<file path="src/rtl/core/sdt_pkg.sv">
// Shared types and constants for the sound dip trigger detector.
// No dependencies; every other file of the block imports this package.
package sdt_pkg;

  localparam int unsigned SENS_W     = 7;
  localparam logic [SENS_W-1:0] SENS_RESET = 7'd10;
  localparam int unsigned PCT_W      = 7;
  localparam logic [PCT_W-1:0] PERCENT = 7'd100;

  // Control from the sequencer to the sample window.
  typedef struct packed {
    logic rd_en;   // read the slot about to be overwritten
    logic upd_en;  // write the new sample and update the running sum
  } sdt_win_ctrl_t;

  typedef enum logic [5:0] {
    ST_IDLE = 6'b000001,
    ST_READ = 6'b000010,
    ST_LOAD = 6'b000100,
    ST_DIV  = 6'b001000,
    ST_MUL  = 6'b010000,
    ST_OUT  = 6'b100000
  } state_e;

endpackage

</file>
<file path="src/rtl/core/sdt_window.sv">
// Sample ring with write slot, fill flag and running sum.
// Depends on sdt_pkg for the control struct.
module sdt_window import sdt_pkg::*; #(
  parameter int unsigned DEPTH       = 10,
  parameter int unsigned SAMPLE_BITS = 10,
  parameter int unsigned SUM_W       = 14
) (
  input  logic                   clk_i,
  input  logic                   rst_ni,
  input  sdt_win_ctrl_t          ctrl_i,
  input  logic [SAMPLE_BITS-1:0] sample_i,
  output logic [SUM_W-1:0]       sum_o,
  output logic                   full_o
);

  localparam int unsigned SLOT_W = $clog2(DEPTH);

  logic [SAMPLE_BITS-1:0] mem_q [DEPTH];
  logic [SAMPLE_BITS-1:0] rd_q;
  logic [SLOT_W-1:0]      slot_q, slot_d;
  logic                   full_q, full_d;
  logic [SUM_W-1:0]       sum_q, sum_d;
  logic                   wrap;

  assign wrap = (slot_q == SLOT_W'(DEPTH - 1));

  always_comb begin
    slot_d = slot_q;
    full_d = full_q;
    sum_d  = sum_q;
    if (ctrl_i.upd_en) begin
      // The evicted sample only counts once the ring has wrapped.
      if (full_q) begin
        sum_d = sum_q - SUM_W'(rd_q) + SUM_W'(sample_i);
      end else begin
        sum_d = sum_q + SUM_W'(sample_i);
      end
      if (wrap) begin
        slot_d = '0;
        full_d = 1'b1;
      end else begin
        slot_d = slot_q + SLOT_W'(1);
      end
    end
  end

  always_ff @(posedge clk_i or negedge rst_ni) begin
    if (!rst_ni) begin
      slot_q <= '0;
      full_q <= 1'b0;
      sum_q  <= '0;
    end else begin
      slot_q <= slot_d;
      full_q <= full_d;
      sum_q  <= sum_d;
    end
  end

  always_ff @(posedge clk_i) begin
    if (ctrl_i.rd_en) begin
      rd_q <= mem_q[slot_q];
    end
    if (ctrl_i.upd_en) begin
      mem_q[slot_q] <= sample_i;
    end
  end

  assign sum_o  = sum_q;
  assign full_o = full_q;

endmodule

</file>
<file path="src/rtl/core/sdt_serdiv.sv">
// Bit-serial restoring divider by a constant: one quotient bit per cycle.
// Depends on sdt_pkg only through the common import convention.
module sdt_serdiv import sdt_pkg::*; #(
  parameter int unsigned N_W     = 14,
  parameter int unsigned DIVISOR = 10
) (
  input  logic           clk_i,
  input  logic           rst_ni,
  input  logic           start_i,
  input  logic [N_W-1:0] dividend_i,
  output logic           done_o,
  output logic [N_W-1:0] quotient_o
);

  localparam int unsigned R_W   = $clog2(DIVISOR) + 1;
  localparam int unsigned CNT_W = $clog2(N_W + 1);

  logic [N_W-1:0]   dvd_q, dvd_d;
  logic [R_W-1:0]   rem_q, rem_d;
  logic [CNT_W-1:0] cnt_q, cnt_d;
  logic [R_W-1:0]   trial;
  logic             fits;

  // The remainder stays below the divisor, so its top bit is always clear.
  assign trial = {rem_q[R_W-2:0], dvd_q[N_W-1]};
  assign fits  = (trial >= R_W'(DIVISOR));

  always_comb begin
    dvd_d = dvd_q;
    rem_d = rem_q;
    cnt_d = cnt_q;
    if (start_i) begin
      dvd_d = dividend_i;
      rem_d = '0;
      cnt_d = CNT_W'(N_W);
    end else if (cnt_q != '0) begin
      // Dividend bits leave at the top while quotient bits enter at the bottom.
      dvd_d = {dvd_q[N_W-2:0], fits};
      rem_d = fits ? (trial - R_W'(DIVISOR)) : trial;
      cnt_d = cnt_q - CNT_W'(1);
    end
  end

  always_ff @(posedge clk_i or negedge rst_ni) begin
    if (!rst_ni) begin
      cnt_q <= '0;
    end else begin
      cnt_q <= cnt_d;
    end
  end

  always_ff @(posedge clk_i) begin
    dvd_q <= dvd_d;
    rem_q <= rem_d;
  end

  assign done_o     = (cnt_q == '0);
  assign quotient_o = dvd_q;

endmodule

</file>
<file path="src/rtl/core/sound_dip_trigger_detector_top.sv">
// Top level of the sound dip trigger detector: sequencer, threshold test, result register.
// Depends on sdt_pkg, sdt_window and sdt_serdiv.
//
// Each accepted sample beat is stored in a ring of WINDOW_DEPTH entries and
// produces exactly one result beat. Once the ring has filled, the result carries
// the truncated mean of the stored samples and fires triggered when the mean
// exceeds the sample by more than the sensitivity percentage; before that,
// average and triggered are zero. Each sample goes through the read, load, divide,
// multiply and output states before the next one is accepted; the serial divider
// yields one bit of the mean per cycle. A finished result waits in its own register,
// so the next sample can be taken while it is still pending. The user must write
// sensitivity with cfg_we_i only while the block is idle; the block itself does
// not enforce this. Values above 100 never fire.
module sound_dip_trigger_detector_top import sdt_pkg::*; #(
  parameter int unsigned WINDOW_DEPTH = 10,
  parameter int unsigned SAMPLE_BITS  = 10
) (
  input  logic                   clk_i,
  input  logic                   rst_ni,
  input  logic                   cfg_we_i,
  input  logic [SENS_W-1:0]      cfg_wdata_i,
  input  logic                   sample_valid_i,
  output logic                   sample_ready_o,
  input  logic [SAMPLE_BITS-1:0] sample_i,
  output logic                   result_valid_o,
  input  logic                   result_ready_i,
  output logic                   triggered_o,
  output logic [SAMPLE_BITS-1:0] average_o,
  output logic                   ready_res_o
);

  localparam int unsigned SUM_W  = SAMPLE_BITS + $clog2(WINDOW_DEPTH);
  localparam int unsigned PROD_W = SAMPLE_BITS + SENS_W + 1;

  state_e state_q, state_d;

  logic [SENS_W-1:0]      sens_q;
  logic [SAMPLE_BITS-1:0] sample_q;
  logic                   accept;
  sdt_win_ctrl_t          win_ctrl;
  logic [SUM_W-1:0]       win_sum;
  logic                   win_full;
  logic                   div_start;
  logic                   div_done;
  logic [SUM_W-1:0]       quotient;
  logic [SAMPLE_BITS-1:0] avg;

  logic                   above_q;
  logic [PROD_W-1:0]      dip_q;
  logic [PROD_W-1:0]      limit_q;
  logic                   fire;
  logic                   out_free;

  logic                   res_valid_q;
  logic                   res_trig_q;
  logic [SAMPLE_BITS-1:0] res_avg_q;
  logic                   res_full_q;

  assign accept    = sample_valid_i && (state_q == ST_IDLE);
  assign out_free  = !res_valid_q || result_ready_i;
  assign div_start = (state_q == ST_LOAD);

  assign win_ctrl.rd_en  = accept;
  assign win_ctrl.upd_en = (state_q == ST_READ);

  sdt_window #(
    .DEPTH       (WINDOW_DEPTH),
    .SAMPLE_BITS (SAMPLE_BITS),
    .SUM_W       (SUM_W)
  ) u_window (
    .clk_i    (clk_i),
    .rst_ni   (rst_ni),
    .ctrl_i   (win_ctrl),
    .sample_i (sample_q),
    .sum_o    (win_sum),
    .full_o   (win_full)
  );

  sdt_serdiv #(
    .N_W     (SUM_W),
    .DIVISOR (WINDOW_DEPTH)
  ) u_serdiv (
    .clk_i      (clk_i),
    .rst_ni     (rst_ni),
    .start_i    (div_start),
    .dividend_i (win_sum),
    .done_o     (div_done),
    .quotient_o (quotient)
  );

  assign avg = quotient[SAMPLE_BITS-1:0];

  always_comb begin
    state_d = state_q;
    unique case (state_q)
      ST_IDLE: if (sample_valid_i) state_d = ST_READ;
      ST_READ: state_d = ST_LOAD;
      ST_LOAD: state_d = ST_DIV;
      ST_DIV:  if (div_done) state_d = ST_MUL;
      ST_MUL:  state_d = ST_OUT;
      ST_OUT:  if (out_free) state_d = ST_IDLE;
      default: state_d = ST_IDLE;
    endcase
  end

  always_ff @(posedge clk_i or negedge rst_ni) begin
    if (!rst_ni) begin
      state_q <= ST_IDLE;
      sens_q  <= SENS_RESET;
    end else begin
      state_q <= state_d;
      if (cfg_we_i) begin
        sens_q <= cfg_wdata_i;
      end
    end
  end

  // floor(dip * 100 / avg) > sens holds exactly when dip * 100 >= (sens + 1) * avg,
  // which avoids dividing by the mean.
  always_ff @(posedge clk_i) begin
    if (accept) begin
      sample_q <= sample_i;
    end
    if (state_q == ST_MUL) begin
      above_q <= (avg > sample_q);
      dip_q   <= PROD_W'(avg - sample_q) * PROD_W'(PERCENT);
      limit_q <= (PROD_W'(sens_q) + PROD_W'(1)) * PROD_W'(avg);
    end
  end

  assign fire = win_full && above_q && (dip_q >= limit_q);

  always_ff @(posedge clk_i or negedge rst_ni) begin
    if (!rst_ni) begin
      res_valid_q <= 1'b0;
    end else if ((state_q == ST_OUT) && out_free) begin
      res_valid_q <= 1'b1;
    end else if (result_ready_i) begin
      res_valid_q <= 1'b0;
    end
  end

  always_ff @(posedge clk_i) begin
    if ((state_q == ST_OUT) && out_free) begin
      res_trig_q <= fire;
      res_avg_q  <= win_full ? avg : '0;
      res_full_q <= win_full;
    end
  end

  assign sample_ready_o = (state_q == ST_IDLE);
  assign result_valid_o = res_valid_q;
  assign triggered_o    = res_trig_q;
  assign average_o      = res_avg_q;
  assign ready_res_o    = res_full_q;

endmodule
</file>
<file path="config.mk">
export PLATFORM = sky130hd
export DESIGN_NAME = sound_dip_trigger_detector_top
export DESIGN_NICKNAME = d
export VERILOG_FILES = /design/src/rtl/core/sdt_pkg.sv /design/src/rtl/core/sdt_window.sv /design/src/rtl/core/sdt_serdiv.sv /design/src/rtl/core/sound_dip_trigger_detector_top.sv
export SDC_FILE = /design/constraint.sdc
export NUM_CORES = 1
export LEC_CHECK = 0
export ABC_AREA = 1
export BUFFER_PORTS_ARGS = -buffer_cell sky130_fd_sc_hd__buf_2
export CAP_MARGIN = 20
export CORE_ASPECT_RATIO = 1.75
export CORE_MARGIN = 2
export CORE_UTILIZATION = 40
export DETAILED_ROUTE_END_ITERATION = 7
export SLEW_MARGIN = 5
export SYNTH_ARGS = -nofsm -noshare
export SYNTH_HDL_FRONTEND = slang
export SYNTH_SLANG_ARGS = --single-unit
export TNS_END_PERCENT = 10
</file>
<file path="constraint.sdc">
create_clock -name clk_i -period 14.3 [get_ports clk_i]
set_input_delay 0.715 -clock clk_i [delete_from_list [all_inputs] [get_ports clk_i]]
set_output_delay 0.715 -clock clk_i [all_outputs]
set_load 0.01 [all_outputs]
</file>
# After elaboration in Yosys (flattened, before gate mapping)
# Memories as Yosys holds them, arrays and structs flattened. A register that Yosys moved wholly into a read port is not among the register bits.
# Cells that the tools add are included.
# word_totals
mem_bits_rw	100
input_bits	22
wordCells	67
register_bits	112
output_inout_bits	14
mem_count	1
# op_classes
n_mux	15
multipliers	2
n_reduce_logical	12
n_eq_ne	10
add_sub_neg	8
magnitude_cmp	3
# mem_list
name	words	width	rd	rd_clocked_by_memory_dff	write_ports	line_no	source
u_window.mem_q	10	10	1	1	1	sdt_window.sv:18	logic [SAMPLE_BITS-1:0] mem_q [DEPTH];
# op_table
cell	n
$mux W14	3
$pmux W6 S6	1
$add A14 B10 Y14	2
$ge A18 B18 Y1	1
$mul A18 B5 Y16 const B	1
$mul A8 B10 Y18	1
$mux W6	3
$mux W4	4
$sub A14 B10 Y14	1
$sub A10 B10 Y11	1
$gt A10 B10 Y1	1
$add A7 B1 Y8 const B	1
$eq A6 B1 Y1 const B	1
$eq A6 B2 Y1 const B	1
$eq A6 B3 Y1 const B	1
$eq A6 B4 Y1 const B	1
$eq A6 B5 Y1 const B	1
$eq A6 B6 Y1 const B	1
$ne A2 B2 Y1 const B	3
$ge A5 B4 Y1 const B	1
$add A4 B1 Y4 const B	1
$eq A4 B4 Y1 const B	1
$logic_and A1 B1 Y1	4
$logic_not A4 Y1	1
other kinds (9)	13

# Longest topological paths before layout
# depth
ltp_word	4
depth_mapped	25
depth_no_buf	24

# Hierarchy
# Synthesis repeated with hierarchy kept, for this count alone.
# hier_totals
cells_unflattened	1654
hier_area_um2	15041.9
# modules_own_cells
module	n_inst	seq_area_each_um2	area_each_um2	cells_per_inst
sound_dip_trigger_detector_top	1	2065.7	7116.8	814
sdt_window	1	3778.6	6855.3	719
sdt_serdiv	1	600.6	1069.8	121

# Worst setup path after synthesis
# Ideal clock, no wire load.
# synth_timing
kind	reg2reg
start	register sens_q[1]
end	register limit_q[16] (data pin)
setup_time_ns	0.259
arrival_ns	4.590
period_less_slack_ns	4.849
n_path_buf	0
stages_incl_launch_ff	20
path_slack_ns	9.451
required_time_ns	14.041
cell_sequence	dfstp_2 -> ha_1 -> nand4_1 -> nor2_1 -> xor2_2 -> nor2_1 -> fa_1 -> inv_1 -> fa_1 -> inv_1 -> fa_1 -> inv_1 -> fa_1 -> inv_1 -> ha_1 -> a21oi_1 -> o21ai_0 -> nand2_1 -> nand4_1 -> xor2_1
# synth_between
elab_chain_cells	2
# synth_rtl
element	line_no	source
start, declared	sound_dip_trigger_detector_top.sv:37	logic [SENS_W-1:0] sens_q;
start signal, assigned	sound_dip_trigger_detector_top.sv:113	sens_q <= cfg_wdata_i;
$add A7 B1 Y8	sound_dip_trigger_detector_top.sv:127	limit_q <= (PROD_W'(sens_q) + PROD_W'(1)) * PROD_W'(avg);
$mul A8 B10 Y18	sound_dip_trigger_detector_top.sv:127	
end signal, assigned	sound_dip_trigger_detector_top.sv:127	
end, declared	sound_dip_trigger_detector_top.sv:50	logic [PROD_W-1:0] limit_q;
# Every way passes these cells.
# A chain may end at the register's enable or synchronous reset.

# Final worst setup path
# layout_timing
start	register sens_q[0]
end	register limit_q[16] (data pin)
# The elaborated chain is that of the path after synthesis.

==> run summary <==
wire per inst - 16.4 µm
Post-synth EDFFs - 181
final core occ - 44.5%
unrepaired setup endpoints after global routing - false
Max Root-Sink Buffers - 3
DRT Pass-1 Iters - 5
Critical Path RT - 14580 ps
Global Route Usage Sum - 18.6%
total grt overflow - 0
routability congestion estimate - 0.914
Post-CTS Resized - 0
die height - 258 µm
CP delay by family, top - adder cells
drt first-iter violations - 483
nets - 1863
GR Util met1 - 18.9%
initial core utilization - 40.4%
core area - 36500 µm²
antenna fix cells - 0
ys flop type - edfxtp_1
path type of the worst min-delay path - primary input to asynchronous set/reset pin
vias per cell - 4.97
CP Buf/Inv Count - 4
largest net degree at the start of global routing - 38
crit-path cells - ha_1 -> nand4_1 -> nor2_1 -> xor2_2 -> nor2_1 -> fa_1 -> inv_1 -> fa_1 -> inv_1 -> fa_1 -> inv_1 -> fa_1 -> inv_1 -> ha_1 -> a21oi_1 -> o21ai_0 -> nand2_1 -> nand4_1 -> xor2_1
syn nets - 1819
top-count cell post-synth - nand2_1
Post-CTS Repair Setup Buffers - 0
Slew Viols, Final - 0
synth warn - 0
clk sinks - 222
Max Fclk - 184 MHz
CP arrival - 5720 ps
worst-skew pair later-pin latency - 530 ps
# rows - 93
Final Cycle Share - 38.0%
CP max stage delay - 600 ps
Netlist cell types - 46
Setup Crit Path Kind - flip-flop to flip-flop
die width - 149 µm
synth cell count leaders - 340 x nand2_1, 313 x inv_1, 181 x edfxtp_1, 133 x nor2_1, 127 x ha_1
Yosys top cell area share - 36.8%
run status - finished clean
sequential fraction of the synthesis area - 43.7%
Synth Instances - 1599
vias in the first global route - 11000
Hold Fails Final Rpt - 0
global-route wire length before repair - 56.4 mm
TNS Setup - 0 ps
busiest layer in global routing - met2
H-tree Lvls - 1
Ports - 36
layout cells sized above 1 - 6.69%
slowest CP cell - dfrtp_1
CP startpoint kind - flip-flop
Via Count - 10600
Clock Tree Root - clkbuf_16
# fillers - 3597
max cap viols - 0
Hold Buf Count CTS - 0
crit path time final - 5440 ps
area leader, netlist - edfxtp_1
worst slew pin tran - 1120 ps
Slew HR - 24.8%
die area - 38500 µm²
final setup fails - 0
Mean Syn Cell Area - 9.23 µm²
top cells by area, synth - edfxtp_1 37%, ha_1 11%, fa_1 9.6%
# DRC - 0
number of synthesized register bits - 222
initial antenna violation count - 0
CTS Buf Count - 23
CP Capture Type - flip-flop
area delta synth->final - 10.2%
Worst-path clk slew - 70 ps
DRT Wirelength - 34.9 mm
Buffers on Ports - 35
met3 Track Usage GR - 1.89%
CTS tree - yes
Netlist Area Pre-Place - 14800 µm²
post-detail-place hpwl - 27.7 mm
asr flop ratio synth - 16.7%
antenna-violating nets left - 0
clk_skew - 17.3 ps
met2 Usage GRT - 37.1%
critical path fanouts, max - 9
logic make-up after synthesis:
group / after synthesis / share of synthesized area [%]
AOI/OAI and AO/OA: 172 / 6.78
DFF: 222 / 43.7
adders and majority gates: 198 / 20.4
buffers and inverters: 346 / 8.92
xor gates and xnor gates: 43 / 2.60
and+or+nand+nor: 617 / 17.5
muxes: 1 / 0.0763
placed cells by master (no fill, tap or decap), types with 3 or more instances in the layout:
master,n
fa_1,71
nor2_2,5
nand3b_1,4
xor2_1,30
inv_2,3
nand4_1,20
a21o_1,3
nor2_1,130
clkinv_4,3
inv_1,313
clkbuf_1,5
o21ai_2,3
nor3_1,8
o211ai_1,11
buf_2,35
a21oi_1,46
dfxtp_1,4
clkbuf_16,23
nand3_1,100
a22oi_1,20
dfrtp_1,34
xnor2_1,12
o21bai_1,4
edfxtp_1,181
a31oi_1,3
buf_4,10
dfstp_2,3
buf_6,3
ha_1,127
o21ai_0,72
clkinv_2,4
nand2_1,340
flip-flops by register name, indices dropped and copies added (netlist names), 6 cells and up:
register and flops:
dip_q 16, limit_q 18, u_serdiv.quotient_o 14, u_window.rd_q 10, u_window.sum_o 14, average_o 10
sens_q 7, sample_q 10, state_q 6, u_window.mem_q 100
cell type report:
class,count,area [µm²],area share (%)
multi-input cells,1031,7000,43.1
flip-flops and latches,222,6440,39.7
inverters,317,1190,7.34
clock buffers,29,608,3.74
well taps,475,594,3.66
repair buffers,48,284,1.75
clock inverters,13,130,0.801
worst paths after layout:
check	from	to	slack [ps]	depth (start not counted)
setup / recovery	sens_q[0]	limit_q[16]	8860	19
hold / removal	rst_ni	sens_q[5]	310	1
setup reg to reg	sens_q[0]	limit_q[16]	8860	19
hold reg to reg	u_serdiv.rem_q[3]	u_serdiv.rem_q[3]	510	2
max in group asynchronous	rst_ni	u_window.sum_o[10]	13420	1
min in group clk_i	sample_i[3]	sample_q[3]	360	1
stage by stage:
step | hold WS [ps] | cell area, µm² | setup slack, ps | instances
final | 315 | 16300 | 8860 | 2135
after global routing | 341 | 16300 | 8650 | 2135
after CTS | 334 | 16200 | 8940 | 2133
after detailed placement | 500 | 15500 | 8930 | 2091
after global placement | 473 | 15500 | 8980 | 2089
after floorplan | 419 | 14800 | 9450 | 1599
layer usage:
| layer | wire length, µm | up-vias |
|---|---|---|
| met5 | 0 | - |
| met4 | 1730 | 0 |
| met3 | 1000 | 94 |
| met2 | 19600 | 193 |
| met1 | 12600 | 5060 |
| li1 | - | 5265 |
Power is not shown: default switching activity piles up to over one toggle a cycle in this logic, so the estimate is an artifact.
